**src/hdl/itrs_pkg.sv**
```systemverilog
// Shared constants, command/status types and character helpers for the radix string converter.
package itrs_pkg;

	localparam int VALUE_WIDTH_DEF = 32;
	localparam int MAX_DIGITS_DEF  = 32;

	localparam logic [5:0] RADIX_MIN = 6'd2;
	localparam logic [5:0] RADIX_MAX = 6'd36;

	localparam logic [6:0] CHAR_NUL    = 7'h00;
	localparam logic [6:0] CHAR_MINUS  = 7'h2D;
	localparam logic [6:0] CHAR_ZERO   = 7'h30;
	localparam logic [6:0] CHAR_NINE   = 7'h39;
	localparam logic [6:0] CHAR_UPPERA = 7'h41;
	localparam logic [6:0] CHAR_UPPERZ = 7'h5A;

	typedef struct packed {
		logic load;
		logic div_step;
		logic load_err;
		logic load_minus;
		logic fetch;
		logic load_digit;
	} itrs_cmd_t;

	typedef struct packed {
		logic bad_radix;
		logic last_step;
		logic conv_done;
		logic negative;
		logic dig_zero;
		logic out_free;
	} itrs_sts_t;

	// digit value 0..35 to ASCII
	function automatic logic [6:0] digit_char(input logic [5:0] d);
		logic [6:0] c;
		if (d < 6'd10) begin
			c = CHAR_ZERO + {1'b0, d};
		end else begin
			c = CHAR_UPPERA + {1'b0, d} - 7'd10;
		end
		return c;
	endfunction

	// floor(log2(radix)): bits the quotient loses at each digit
	function automatic logic [2:0] radix_log2(input logic [5:0] r);
		logic [2:0] l;
		case (r) inside
			[6'd2:6'd3]:   l = 3'd1;
			[6'd4:6'd7]:   l = 3'd2;
			[6'd8:6'd15]:  l = 3'd3;
			[6'd16:6'd31]: l = 3'd4;
			[6'd32:6'd63]: l = 3'd5;
			default:       l = 3'd1;
		endcase
		return l;
	endfunction

endpackage

```
**src/hdl/itrs_dpath.sv**
```systemverilog
// Datapath: magnitude register, bit-serial divider by the radix, digit store and output register.
module itrs_dpath import itrs_pkg::*; #(
	parameter int VALUE_WIDTH = VALUE_WIDTH_DEF,
	parameter int MAX_DIGITS  = MAX_DIGITS_DEF
) (
	input  logic                   clk,
	input  logic                   arst_n,
	input  logic [VALUE_WIDTH-1:0] value,
	input  logic [5:0]             radix,
	input  logic                   out_ready,
	output logic                   out_valid,
	output logic [6:0]             character,
	output logic                   last,
	output logic                   bad_radix,
	input  itrs_cmd_t              cmd,
	output itrs_sts_t              sts
);

	localparam int IW = $clog2(VALUE_WIDTH);
	localparam int BW = $clog2(VALUE_WIDTH + 1);
	localparam int AW = $clog2(MAX_DIGITS);

	logic [VALUE_WIDTH-1:0] mag_q;
	logic [VALUE_WIDTH-1:0] quo_q;
	logic [5:0]             rem_q;
	logic [5:0]             radix_q;
	logic                   neg_q;
	logic [IW-1:0]          idx_q;
	logic [BW-1:0]          bits_q;
	logic [AW-1:0]          dig_q;
	logic [5:0]             rdata_q;
	logic                   out_valid_q;
	logic [6:0]             char_q;
	logic                   last_q;
	logic                   bad_q;

	logic [5:0] store_mem [MAX_DIGITS];

	logic [6:0]             trial;
	logic                   ge;
	logic [5:0]             rem_next;
	logic [VALUE_WIDTH-1:0] quo_next;
	logic [2:0]             lg;
	logic [BW-1:0]          bits_next;
	logic                   last_step;
	logic                   conv_done;
	logic                   out_free;

	// one restoring-division step per cycle, MSB first
	assign trial     = {rem_q, mag_q[idx_q]};
	assign ge        = trial >= {1'b0, radix_q};
	assign rem_next  = ge ? 6'(trial - {1'b0, radix_q}) : trial[5:0];
	assign quo_next  = {quo_q[VALUE_WIDTH-2:0], ge};
	assign lg        = radix_log2(radix_q);
	assign bits_next = (bits_q > BW'(lg)) ? BW'(bits_q - BW'(lg)) : BW'(1);
	assign last_step = idx_q == '0;
	assign conv_done = (quo_next == '0) || (dig_q == AW'(MAX_DIGITS - 1));
	assign out_free  = !out_valid_q || out_ready;

	assign sts.bad_radix = !(radix inside {[RADIX_MIN:RADIX_MAX]});
	assign sts.last_step = last_step;
	assign sts.conv_done = conv_done;
	assign sts.negative  = neg_q;
	assign sts.dig_zero  = dig_q == '0;
	assign sts.out_free  = out_free;

	always_ff @(posedge clk) begin
		if (cmd.load) begin
			radix_q <= radix;
			neg_q   <= value[VALUE_WIDTH-1];
			mag_q   <= value[VALUE_WIDTH-1] ? VALUE_WIDTH'(~value + 1'b1) : value;
			quo_q   <= '0;
			rem_q   <= '0;
			idx_q   <= IW'(VALUE_WIDTH - 1);
			bits_q  <= BW'(VALUE_WIDTH);
			dig_q   <= '0;
		end else if (cmd.div_step) begin
			if (last_step) begin
				// digit complete: quotient becomes the next dividend
				mag_q  <= quo_next;
				quo_q  <= '0;
				rem_q  <= '0;
				bits_q <= bits_next;
				idx_q  <= IW'(bits_next - BW'(1));
				if (!conv_done) begin
					dig_q <= dig_q + 1'b1;
				end
			end else begin
				quo_q <= quo_next;
				rem_q <= rem_next;
				idx_q <= idx_q - 1'b1;
			end
		end else if (cmd.load_digit) begin
			dig_q <= dig_q - 1'b1;
		end
	end

	always_ff @(posedge clk) begin
		if (cmd.div_step && last_step) begin
			store_mem[dig_q] <= rem_next;
		end
		if (cmd.fetch) begin
			rdata_q <= store_mem[dig_q];
		end
	end

	always_ff @(posedge clk or negedge arst_n) begin
		if (!arst_n) begin
			out_valid_q <= 1'b0;
		end else if (cmd.load_err || cmd.load_minus || cmd.load_digit) begin
			out_valid_q <= 1'b1;
		end else if (out_ready) begin
			out_valid_q <= 1'b0;
		end
	end

	always_ff @(posedge clk) begin
		if (cmd.load_err) begin
			char_q <= CHAR_NUL;
			last_q <= 1'b1;
			bad_q  <= 1'b1;
		end else if (cmd.load_minus) begin
			char_q <= CHAR_MINUS;
			last_q <= 1'b0;
			bad_q  <= 1'b0;
		end else if (cmd.load_digit) begin
			char_q <= digit_char(rdata_q);
			last_q <= dig_q == '0;
			bad_q  <= 1'b0;
		end
	end

	assign out_valid = out_valid_q;
	assign character = char_q;
	assign last      = last_q;
	assign bad_radix = bad_q;

endmodule

```
**src/hdl/itrs_ctrl.sv**
```systemverilog
// Controller: sequences accept, digit division, sign and character emission.
module itrs_ctrl import itrs_pkg::*; (
	input  logic      clk,
	input  logic      arst_n,
	input  logic      in_valid,
	output logic      in_ready,
	input  itrs_sts_t sts,
	output itrs_cmd_t cmd
);

	localparam logic [2:0] ST_IDLE  = 3'd0;
	localparam logic [2:0] ST_ERR   = 3'd1;
	localparam logic [2:0] ST_DIV   = 3'd2;
	localparam logic [2:0] ST_SIGN  = 3'd3;
	localparam logic [2:0] ST_FETCH = 3'd4;
	localparam logic [2:0] ST_SHOW  = 3'd5;

	logic [2:0] state_q;
	logic [2:0] state_d;

	assign in_ready = state_q == ST_IDLE;

	always_comb begin
		cmd     = '0;
		state_d = state_q;
		case (state_q)
			ST_IDLE: begin
				if (in_valid) begin
					cmd.load = 1'b1;
					state_d  = sts.bad_radix ? ST_ERR : ST_DIV;
				end
			end
			ST_ERR: begin
				if (sts.out_free) begin
					cmd.load_err = 1'b1;
					state_d      = ST_IDLE;
				end
			end
			ST_DIV: begin
				cmd.div_step = 1'b1;
				if (sts.last_step && sts.conv_done) begin
					state_d = ST_SIGN;
				end
			end
			ST_SIGN: begin
				if (!sts.negative) begin
					state_d = ST_FETCH;
				end else if (sts.out_free) begin
					cmd.load_minus = 1'b1;
					state_d        = ST_FETCH;
				end
			end
			ST_FETCH: begin
				cmd.fetch = 1'b1;
				state_d   = ST_SHOW;
			end
			ST_SHOW: begin
				if (sts.out_free) begin
					cmd.load_digit = 1'b1;
					state_d        = sts.dig_zero ? ST_IDLE : ST_FETCH;
				end
			end
			default: begin
				state_d = ST_IDLE;
			end
		endcase
	end

	always_ff @(posedge clk or negedge arst_n) begin
		if (!arst_n) begin
			state_q <= ST_IDLE;
		end else begin
			state_q <= state_d;
		end
	end

endmodule

```
**src/hdl/integer_to_radix_string.sv**
```systemverilog
// Top level of the integer to radix string converter.
//
//  channel | signals                                  | dir | beat
//  --------+------------------------------------------+-----+----------------------------------
//  in      | in_valid, in_ready, value, radix         | in  | one integer and its base
//  out     | out_valid, out_ready, character, last,   | out | one ASCII character, or one error
//          | bad_radix                                |     | beat for a radix outside 2..36
//
// One item at a time. After the accept, the divider works on each digit over B quotient bits,
// one quotient bit per cycle, where B starts at VALUE_WIDTH and drops by floor(log2 radix)
// after every digit, never below 1. Then the sign state loads '-' for a negative value,
// and each digit goes through a digit store read, then an output register load; a bad radix
// goes through the error state, which loads the error beat.
// Reset clears the controller and the output valid; the digit store is not cleared.
// A stalled output holds its beat; conversion pauses only while the output register is full.
module integer_to_radix_string import itrs_pkg::*; #(
	parameter int VALUE_WIDTH = VALUE_WIDTH_DEF,
	parameter int MAX_DIGITS  = MAX_DIGITS_DEF
) (
	input  logic                   clk,
	input  logic                   arst_n,
	input  logic                   in_valid,
	output logic                   in_ready,
	input  logic [VALUE_WIDTH-1:0] value,
	input  logic [5:0]             radix,
	output logic                   out_valid,
	input  logic                   out_ready,
	output logic [6:0]             character,
	output logic                   last,
	output logic                   bad_radix
);

	itrs_cmd_t cmd;
	itrs_sts_t sts;

	itrs_ctrl u_ctrl (
		.clk      (clk),
		.arst_n   (arst_n),
		.in_valid (in_valid),
		.in_ready (in_ready),
		.sts      (sts),
		.cmd      (cmd)
	);

	itrs_dpath #(
		.VALUE_WIDTH (VALUE_WIDTH),
		.MAX_DIGITS  (MAX_DIGITS)
	) u_dpath (
		.clk       (clk),
		.arst_n    (arst_n),
		.value     (value),
		.radix     (radix),
		.out_ready (out_ready),
		.out_valid (out_valid),
		.character (character),
		.last      (last),
		.bad_radix (bad_radix),
		.cmd       (cmd),
		.sts       (sts)
	);

endmodule

```
**config.mk**
```make
export PLATFORM = sky130hd
export DESIGN_NAME = integer_to_radix_string
export DESIGN_NICKNAME = d
export VERILOG_FILES = /design/src/hdl/itrs_pkg.sv /design/src/hdl/itrs_dpath.sv /design/src/hdl/itrs_ctrl.sv /design/src/hdl/integer_to_radix_string.sv
export SDC_FILE = /design/constraint.sdc
export NUM_CORES = 1
export LEC_CHECK = 0
export BUFFER_PORTS_ARGS = -buffer_cell sky130_fd_sc_hd__buf_4
export CAP_MARGIN = 20
export CORE_ASPECT_RATIO = 0.7
export CORE_UTILIZATION = 56
export DETAILED_ROUTE_END_ITERATION = 8
export GPL_ROUTABILITY_DRIVEN = 0
export GPL_TIMING_DRIVEN = 0
export HOLD_SLACK_MARGIN = 0.1
export PLACE_DENSITY = 0.82
export SYNTH_ARGS = -nofsm -noshare
export SYNTH_HDL_FRONTEND = slang
export SYNTH_SLANG_ARGS = --single-unit
```
**constraint.sdc**
```tcl
create_clock -name clk -period 4 [get_ports clk]
set_clock_uncertainty 0.1 [all_clocks]
set_input_delay 0.2 -clock clk [delete_from_list [all_inputs] [get_ports clk]]
set_output_delay 0.2 -clock clk [all_outputs]
set_load 0.02 [all_outputs]
```
==> results of run 1 <==
[routing by layer]
| metal | track usage, % | up-vias | share of wire (%) |
|---|---|---|---|
| li1 | - | 4251 | - |
| met1 | 41.16 | 4741 | 41 |
| met2 | 40.75 | 631 | 45 |
| met3 | 6.048 | 65 | 12 |
| met4 | 6.631 | 0 | 1.9 |
| met5 | 0 | - | 0 |
[flip-flops by register name, summed over array words and instances (netlist names)]
| register | cells |
|---|---|
| u_dpath.store_mem | 192 |
| u_dpath.mag_q | 32 |
| u_dpath.quo_q | 31 |
| u_dpath.character | 7 |
| u_dpath.bits_q | 6 |
| u_dpath.radix_q | 6 |
| u_dpath.rdata_q | 6 |
| u_dpath.rem_q | 6 |
| u_dpath.dig_q | 5 |
| u_dpath.idx_q | 5 |
| u_ctrl.state_q | 3 |
| u_dpath.bad_radix | 1 |
| u_dpath.last | 1 |
| u_dpath.neg_q | 1 |
| u_dpath.out_valid | 1 |
[report_power, final]
part | internal, mW | switching, mW
registers | 4.45 | 0.204
clock network | 1.57 | 1.18
logic | 1.46 | 2.77
total | 7.48 | 4.15
[logic make-up after synthesis]
| family | Yosys count | synth area share (%) |
|---|---|---|
| AO/OA/AOI/OAI | 212 | 10.49 |
| XOR/XNOR | 41 | 2.613 |
| adder cells (fa/ha/maj) | 20 | 1.985 |
| buffers and inverters | 89 | 2.576 |
| flip-flops | 303 | 61.54 |
| multiplexers | 71 | 9.586 |
| AND/OR/NAND/NOR | 311 | 11.22 |
[cell usage in the layout (no fill, tap or decap), types with 4 or more instances in the layout]
cell,Yosys,routed
nor4_1,7,7
mux2i_1,18,18
o21a_1,5,5
dlygate4sd3_1,0,47
o22ai_1,9,9
a21oi_1,33,31
nand3b_1,6,6
a221oi_1,6,6
xor2_1,33,33
a21o_1,5,5
or3_1,6,6
buf_1,8,8
o31ai_1,8,7
nor3_1,14,14
clkbuf_1,32,36
a2bb2oi_1,30,30
xnor2_1,8,8
o21ai_0,58,56
buf_4,2,55
mux4_2,48,48
nor3b_1,4,4
nand3_1,28,28
edfxtp_1,237,237
o21ai_1,12,14
inv_1,35,35
nor2_1,91,91
and3_1,7,7
dfrtp_1,4,4
or4_1,4,4
nand2_1,102,102
o211ai_1,5,5
dfxtp_1,62,62
a22oi_1,16,16
nor2b_1,13,12
buf_2,10,9
ha_1,17,17
clkinv_2,0,7
clkbuf_16,0,29
clkinv_1,0,4
[synthesized netlist by cell type (all sizes together), types with 7 or more instances]
cell type and count:
buf 20, nand2 103, a21oi 33, mux4 48, nor2b 13, o21ai 70, clkbuf 32, nor4 9
mux2i 18, xor2 33, o22ai 9, edfxtp 237, and3 7, dfxtp 62, or3 9, a2bb2oi 30
a22oi 16, nor2 92, inv 37, o31ai 11, xnor2 8, ha 17, nor3 16, nand3 28
[cell type report]
type | count | area (µm²) | area share [%]
Antenna cell | 1 | 2.502 | 0.01554
Buffer | 51 | 211.5 | 1.313
Clock buffer | 37 | 773.2 | 4.802
Clock inverter | 17 | 183.9 | 1.142
Inverter | 37 | 138.9 | 0.8625
Multi-Input combinational cell | 655 | 4982 | 30.94
Sequential cell | 303 | 8458 | 52.53
Tap cell | 318 | 397.9 | 2.471
Timing Repair Buffer | 104 | 953.4 | 5.921
[worst reg2reg max path: cells and delay by family (launching register included)]
family | cells | cell delay, ns
mux | 2 | 0.97
compound gates | 4 | 0.86
buf+inv | 3 | 0.63
simple gates | 4 | 0.50
flops | 1 | 0.30
fa+ha+maj | 1 | 0.27
[per-stage QoR]
step	setup WS, ns	instance area, µm²	setup TNS (ns)
after floorplan	0.02798	13740	0
after global placement	-2.307	14530	-174.65
after detailed placement	-0.2738	14640	-11.97
after CTS	0.004858	16070	0
after global routing	0.03675	16100	0
final	0.2349	16100	0
[worst min-delay path by stage]
| stage | cells after the start | start | slack (ns) | end |
|---|---|---|---|---|
| floorplan | 0 | arst_n | -0.20 | u_ctrl.state_q[0] |
| global placement | 1 | arst_n | -0.10 | u_ctrl.state_q[1] |
| detailed placement | 1 | arst_n | -0.1 | u_ctrl.state_q[1] |
| CTS | 4 | in_valid | 0.15 | u_ctrl.state_q[1] |
| global route | 4 | in_valid | 0.21 | u_ctrl.state_q[1] |
| finish | 4 | in_valid | 0.16 | u_ctrl.state_q[1] |
[repair_timing]
item | 4_1_cts | 5_1_grt
buffers inserted | 1 | 0
gates cloned | 0 | 0
hold endpoints to repair | 46 | 0
hold buffers | 47 | 0
gates resized for setup | 0 | 10
endpoints found under the setup margin | 65 | 170
pin swaps | 1 | 0
==> flow_summary.json, run 1 <==
{
  "status": "complete, no violations",
  "dpl.hpwl_um": 22730,
  "gr-total-overflow": 0,
  "ir_worst_vdd_uv": 457.4,
  "critPathBufInv": 3,
  "die_x_um": 189.3,
  "die_area_um2": 25180,
  "grt_pass1_wl_um": 52630,
  "post-route-min-period_ns": 3.765,
  "critPathMaxStageDelay_ns": 0.49,
  "drv_cap": 0,
  "synth_ff_type": "edfxtp_1",
  "htree_levels": 1,
  "ys_warn_count": 0,
  "synth_top_area_share_pct": 51.78,
  "nets": 1243,
  "avgViaCountPerCell": 6.361,
  "drc_errors": 0,
  "drv_slew": 0,
  "timing.hold.worst.class": "in -> reg",
  "rsz0062_at_grt": "no",
  "wl_per_cell_um": 22.02,
  "area_growth_pct": 17.15,
  "p_leak_nw": 5.762,
  "synth_area_um2": 13740,
  "worst_ep_required_time_ns": 4.31,
  "synth_edf_count": 237,
  "seq_area_frac_synth_pct": 61.54,
  "cts-root-buf": "clkbuf_16",
  "endpoint_kind": "register",
  "synth-seq-cells": 303,
  "num_rows": 47,
  "clockBufferDepth": 3,
  "power_mw": 11.62,
  "firstDrtPassIters": 6,
  "fillCellCount": 1605,
  "clock_latency_ns": 0.56,
  "hold_violations": 0,
  "fmax_ghz": 0.2656,
  "gr-usage-all-layers_pct": 27.38,
  "synth_area_leader_cell": "edfxtp_1",
  "clkSinkCount": 303,
  "tightest_slew_ns": 1.125,
  "path_common_cell": "buf_4",
  "ys_types": 71,
  "cts_tree": "built",
  "die_h_um": 133.1,
  "relSlewSlack_pct": 24.85,
  "grt_pass1_vias": 9457,
  "port_buffers": 52,
  "grt_start_max_net_pins": 34,
  "worstPathMaxFanout": 33,
  "startpoint": "u_dpath.idx_q[1]",
  "layoutNonFillerInstCount": 1523,
  "fin_util_pct": 67.44,
  "whs_ns": 0.1624,
  "finalSetupViolCount": 0,
  "start_util_pct": 57.57,
  "reg2reg_depth": 14,
  "period_share_pct": 94.13,
  "reg2reg_to": "u_dpath.rem_q[1]",
  "cp_cell_sequence": "buf_4, mux2i_1, a311oi_1, nand3_1, nand4_1, inv_1, ha_1, nand2b_1, a21oi_1, o211ai_1, buf_4, mux2_4, a22oi_1, nor2_1",
  "numCtsBuffers": 29,
  "avgSynthCellArea_um2": 13.13,
  "r2r_start": "u_dpath.idx_q[1]",
  "antenna_found_initial": 1,
  "cp_slowest_cell": "mux2i_1",
  "async_reset_ff_share_pct": 1.320,
  "via_count": 9688,
  "synthCells": 1047,
  "detail-route-antenna-nets": 0,
  "drive_gt1_share_pct": 16.36,
  "wl_um": 33530,
  "path_delay_family": "multiplexers",
  "io-pin-count": 53,
  "arrival_ns": 4.07,
  "syn_nets": 1109,
  "clk_pin_slew_ns": 0.06,
  "crit_cells": 14,
  "start_kind": "register",
  "drtIter0Drc": 1458,
  "dp_cells": 1421,
  "core_region_area_um2": 23880,
  "path_class": "reg -> reg",
  "endpoint": "u_dpath.rem_q[1]",
  "synth.area.top_cells": "edfxtp_1 (52%), dfxtp_1 (9.0%), mux4_2 (7.9%)",
  "power_density_nw_per_um2": 721.8,
  "regToRegSetupSlack_ns": 0.23
}
(Power assumes the default switching activity.)
==> run 2: changes to the inputs <==
CELL_PAD_IN_SITES_DETAIL_PLACEMENT = 1   (was default)
CELL_PAD_IN_SITES_GLOBAL_PLACEMENT = 1   (was default)
CORE_UTILIZATION = 46   (was 56)
PLACE_DENSITY = 0.72   (was 0.82)
==> flow_summary.json, run 2 (same netlist as run 1, synthesis figures left out) <==
{
  "fillCellCount": 2915,
  "start_util_pct": 47.15,
  "die_h_um": 146.6,
  "numCtsBuffers": 30,
  "post-route-min-period_ns": 3.860,
  "fin_util_pct": 56.66,
  "nets": 1251,
  "status": "complete, no violations",
  "p_leak_nw": 5.901,
  "top_register": "u_dpath.store_mem",
  "clock_latency_ns": 0.58,
  "wl_um": 37860,
  "dpl.hpwl_um": 25660,
  "detail-route-antenna-nets": 0,
  "final_cell_mix": "edfxtp_1 (237), nand2_1 (102), nor2_1 (88)",
  "htree_levels": 1,
  "dpl_cell_area_um2": 14710,
  "firstDrtPassIters": 5,
  "grt_pass1_vias": 9618,
  "cts-root-buf": "clkbuf_16",
  "gr-total-overflow": 0,
  "finalSetupViolCount": 0,
  "grt_start_max_net_pins": 34,
  "largest_reg_flops": 192,
  "drive_gt1_share_pct": 17.48,
  "ff_latch_area_um2": 8458,
  "final_area_um2": 16520,
  "arrival_ns": 3.96,
  "reg_top3": "u_dpath.store_mem (192), u_dpath.mag_q (32), u_dpath.quo_q (31)",
  "grt_pass1_wl_um": 57240,
  "via_count": 9416,
  "tns_ns": 0,
  "n_antenna_cell": 0,
  "core_region_area_um2": 29150,
  "rsz0062_at_grt": "yes",
  "multi_input_area_um2": 5024,
  "drc_errors": 0,
  "die_x_um": 208.6,
  "power_density_nw_per_um2": 758.3,
  "clkSinkCount": 303,
  "layout_commonest_cell": "edfxtp_1",
  "tightest_slew_ns": 0.9348,
  "drv_slew": 0,
  "antenna_found_initial": 0,
  "relSlewSlack_pct": 37.68,
  "cts_tree": "built",
  "clockBufferDepth": 3,
  "fmax_ghz": 0.2590,
  "clk_pin_slew_ns": 0.07,
  "io-pin-count": 53,
  "drtIter0Drc": 808,
  "power_mw": 12.52,
  "gr-usage-all-layers_pct": 24.82,
  "period_share_pct": 96.51,
  "start_kind": "register",
  "timing.hold.worst.class": "in -> reg",
  "drv_cap": 0,
  "avgViaCountPerCell": 5.918,
  "endpoint_kind": "register",
  "path_class": "reg -> reg",
  "area_growth_pct": 20.16,
  "num_rows": 52,
  "wl_per_cell_um": 23.79,
  "ir_worst_vdd_uv": 546.2,
  "worst_ep_required_time_ns": 4.10,
  "hold_violations": 0,
  "die_area_um2": 30580,
  "worstPathMaxFanout": 10,
  "port_buffers": 52
}
-- run 2: final cells by class --
type                       count  area share (%)
clock inverter                15           1.780
timing repair buffer         110           6.258
clock buffer                  41           5.333
sequential                   303           51.21
inverter                      37          0.8409
tap                          378           2.864
buffer                        51           1.295
multi-input combinational    656           30.42
-- run 2: metal layers --
layer	vias up	track usage, %	wire (µm)
li1	4270	-	-
met1	4812	37.45	18010
met2	284	37.09	16560
met3	50	5.378	2759
met4	0	4.706	528
met5	-	0	0
-- run 2: worst paths after layout --
check / from / endpoint / slack, ns / depth (start not counted)
setup / recovery: u_dpath.dig_q[1] / u_dpath.store_mem[2][0] / 0.14 / 5
hold reg to reg: u_dpath.character[1] / u_dpath.character[1] / 0.36 / 2
setup reg to reg: u_dpath.dig_q[1] / u_dpath.store_mem[2][0] / 0.14 / 5
hold / removal: in_valid / u_ctrl.state_q[1] / 0.15 / 4
min in group asynchronous: arst_n / u_ctrl.state_q[1] / 0.47 / 3
max in group asynchronous: arst_n / u_ctrl.state_q[2] / 3.13 / 3
-- run 2: power breakdown --
| group | switching, mW | internal (mW) | total [mW] |
|---|---|---|---|
| Clock | 1.26 | 2.07 | 3.33 |
| Combinational | 2.92 | 1.60 | 4.52 |
| Sequential | 0.228 | 4.45 | 4.67 |
| Total | 4.41 | 8.11 | 12.5 |
-- run 2: repair_timing --
item / 4_1_cts / 5_1_grt
hold endpoints to repair: 46 / 0
resized for setup: 8 / 8
buffers inserted: 3 / 3
pin swaps: 1 / 1
gates cloned: 1 / 0
hold buffers: 49 / 0
setup endpoints to repair: 171 / 158
-- run 2: per-stage QoR --
stage / std cells / worst slack [ns] / hold slack (ns)
floorplan: 1047 / 0.02798 / -0.1956
global placement: 1477 / -2.654 / -0.09895
detailed placement: 1480 / -0.6755 / -0.09336
CTS: 1588 / 0.05910 / 0.1304
global route: 1591 / -0.01072 / 0.1755
finish: 1591 / 0.1397 / 0.1545
-- run 2: critical path: stages, from the launching register on --
cell	delay (ns)
dfxtp_1	0.38
clkbuf_1	0.57
buf_1	0.61
clkbuf_1	0.51
nand3b_1	0.62
nor2_1	0.70
==> run 3: changes to the inputs <==
CORE_UTILIZATION = 51   (was 46)
PLACE_DENSITY = 0.76   (was 0.72)
SETUP_SLACK_MARGIN = 0.1   (was default)
clock period = 3.6 ns   (was 4 ns; I/O delays follow)
==> flow_summary.json, run 3 (same netlist as run 1, synthesis figures left out) <==
{
  "wl_um": 43870,
  "rsz0062_at_grt": "yes",
  "grt_pass1_wl_um": 63740,
  "worstPathMaxFanout": 8,
  "die_area_um2": 27620,
  "period_share_pct": 98.85,
  "arrival_ns": 3.75,
  "detail-route-antenna-nets": 0,
  "gr-usage-all-layers_pct": 31.18,
  "grt_start_max_net_pins": 26,
  "endpoint": "u_dpath.store_mem[13][4]",
  "fmax_ghz": 0.2810,
  "ir_worst_vdd_uv": 545.7,
  "grt_pass1_vias": 10370,
  "post-route-min-period_ns": 3.559,
  "relSlewSlack_pct": 32.85,
  "reg2reg_depth": 15,
  "clockBufferDepth": 3,
  "largest_reg_flops": 192,
  "final_cell_mix": "edfxtp_1 (237), nand2_1 (102), buf_4 (82)",
  "timing.hold.worst.class": "in -> reg",
  "nets": 1289,
  "drtIter0Drc": 1017,
  "via_count": 10310,
  "power_density_nw_per_um2": 873.1,
  "cp_slowest_cell": "fa_2",
  "path_class": "reg -> reg",
  "layoutNonFillerInstCount": 1607,
  "reg2reg_to": "u_dpath.store_mem[13][4]",
  "power_mw": 14.78,
  "drv_slew": 0,
  "antenna_found_initial": 0,
  "whs_ns": 0.1354,
  "start_util_pct": 52.75,
  "start_kind": "register",
  "p_leak_nw": 6.062,
  "n_antenna_cell": 0,
  "drc_errors": 0,
  "path_delay_family": "buffers and inverters",
  "crit_cells": 15,
  "regToRegSetupSlack_ns": 0.04,
  "top_register": "u_dpath.store_mem",
  "startpoint": "u_dpath.idx_q[1]",
  "finalSetupViolCount": 0,
  "status": "complete, no violations",
  "gr-total-overflow": 0,
  "clock_latency_ns": 0.58,
  "die_x_um": 198.2,
  "clkSinkCount": 303,
  "critPathMaxStageDelay_ns": 0.39,
  "htree_levels": 1,
  "drive_gt1_share_pct": 23.68,
  "core_region_area_um2": 26060,
  "tightest_slew_ns": 1.005,
  "avgViaCountPerCell": 6.413,
  "num_rows": 49,
  "io-pin-count": 53,
  "cts_tree": "built",
  "firstDrtPassIters": 5,
  "r2r_start": "u_dpath.idx_q[1]",
  "numCtsBuffers": 29,
  "hold_violations": 0,
  "area_growth_pct": 23.18,
  "worst_ep_required_time_ns": 3.79,
  "layout_commonest_cell": "edfxtp_1",
  "dpl.hpwl_um": 26190,
  "wl_per_cell_um": 27.30,
  "reg_top3": "u_dpath.store_mem (192), u_dpath.mag_q (32), u_dpath.quo_q (31)",
  "endpoint_kind": "register",
  "port_buffers": 52,
  "cp_cell_sequence": "buf_4, bufbuf_16, mux2i_1, a22oi_1, nand3_1, nand4_1, inv_2, ha_4, inv_2, fa_2, a21o_1, a21oi_2, xnor2_2, buf_4, mux2_4",
  "critPathBufInv": 5,
  "dp_cells": 1459,
  "clk_pin_slew_ns": 0.07,
  "die_h_um": 139.4,
  "cts-root-buf": "clkbuf_16",
  "drv_cap": 0
}
## run 3: cell count changes in the layout (fill, tap and decap cells not counted), sizes merged, moves of 3 or more
cell,change
buf,+31
bufinv,-5
clkbuf,-7
clkinv,+5
clkinvlp,+5
dlygate4sd3,+3
mux2,+4
## run 3: per-layer routing
metal  global-route usage (%)  part of all wire [%]  wire [µm]  up-vias
li1                         -                     -          -     4354
met1                    45.85                    44      19190     5345
met2                    46.76                    45      19830      524
met3                    7.538                   9.0       3956       83
met4                    7.589                   2.0        889        0
met5                        0                     0          0        -
## run 3: through the flow
stage,setup slack (ns),utilization [%],area [µm²],setup TNS [ns]
2_1_floorplan,0.1921,-,13760,0
3_3_place_gp,-1.548,56.01,14590,-189.22
3_5_place_dp,-1.156,56.29,14670,-167.10
4_1_cts,-0.04776,64.00,16680,-1.210
5_1_grt,-0.004161,64.97,16930,-0.02346
6_report,0.04133,64.97,16930,0
## run 3: how the worst min path moves through the flow
stage,startpoint,to,cells after the start
after global routing,in_valid,u_ctrl.state_q[1],4
after global placement,arst_n,u_dpath.out_valid,1
after CTS,in_valid,u_ctrl.state_q[1],4
final,in_valid,u_ctrl.state_q[1],4
after floorplan,arst_n,u_ctrl.state_q[0],0
after detailed placement,arst_n,u_dpath.out_valid,1
## run 3: worst reg2reg max path: stages, from the launching register on
cell and delay (ns):
dfxtp_4 0.36, buf_4 0.11, bufbuf_16 0.25, mux2i_1 0.25, a22oi_1 0.12, nand3_1 0.10
nand4_1 0.21, inv_2 0.15, ha_4 0.16, inv_2 0.05, fa_2 0.39, a21o_1 0.21
a21oi_2 0.20, xnor2_2 0.10, buf_4 0.17, mux2_4 0.35
## run 3: timing repair
item | in CTS | in global routing
gates resized for setup | 53 | 40
endpoints found under the hold margin | 46 | 0
setup endpoints to repair | 352 | 263
gates cloned | 6 | 2
hold buffers | 52 | 0
pin swaps | 9 | 16
setup buffers | 23 | 11
## run 3: final cells by class
type,count,area [µm²]
fillers,2506,9126
flip-flops and latches,303,8462
multi-input cells,660,5300
repair buffers,144,1371
clock buffers,34,764.5
well taps,357,446.7
plain buffers,52,257.7
clock inverters,20,188.9
inverters,37,138.9
## run 3: power by group
| part | total, mW | switching [mW] | leakage [nW] | internal [mW] |
|---|---|---|---|---|
| Clock | 3.13 | 1.39 | 0.461 | 1.74 |
| Sequential | 5.24 | 0.304 | 2.71 | 4.94 |
| Combinational | 6.41 | 3.97 | 2.89 | 2.44 |
| Total | 14.8 | 5.66 | 6.06 | 9.12 |
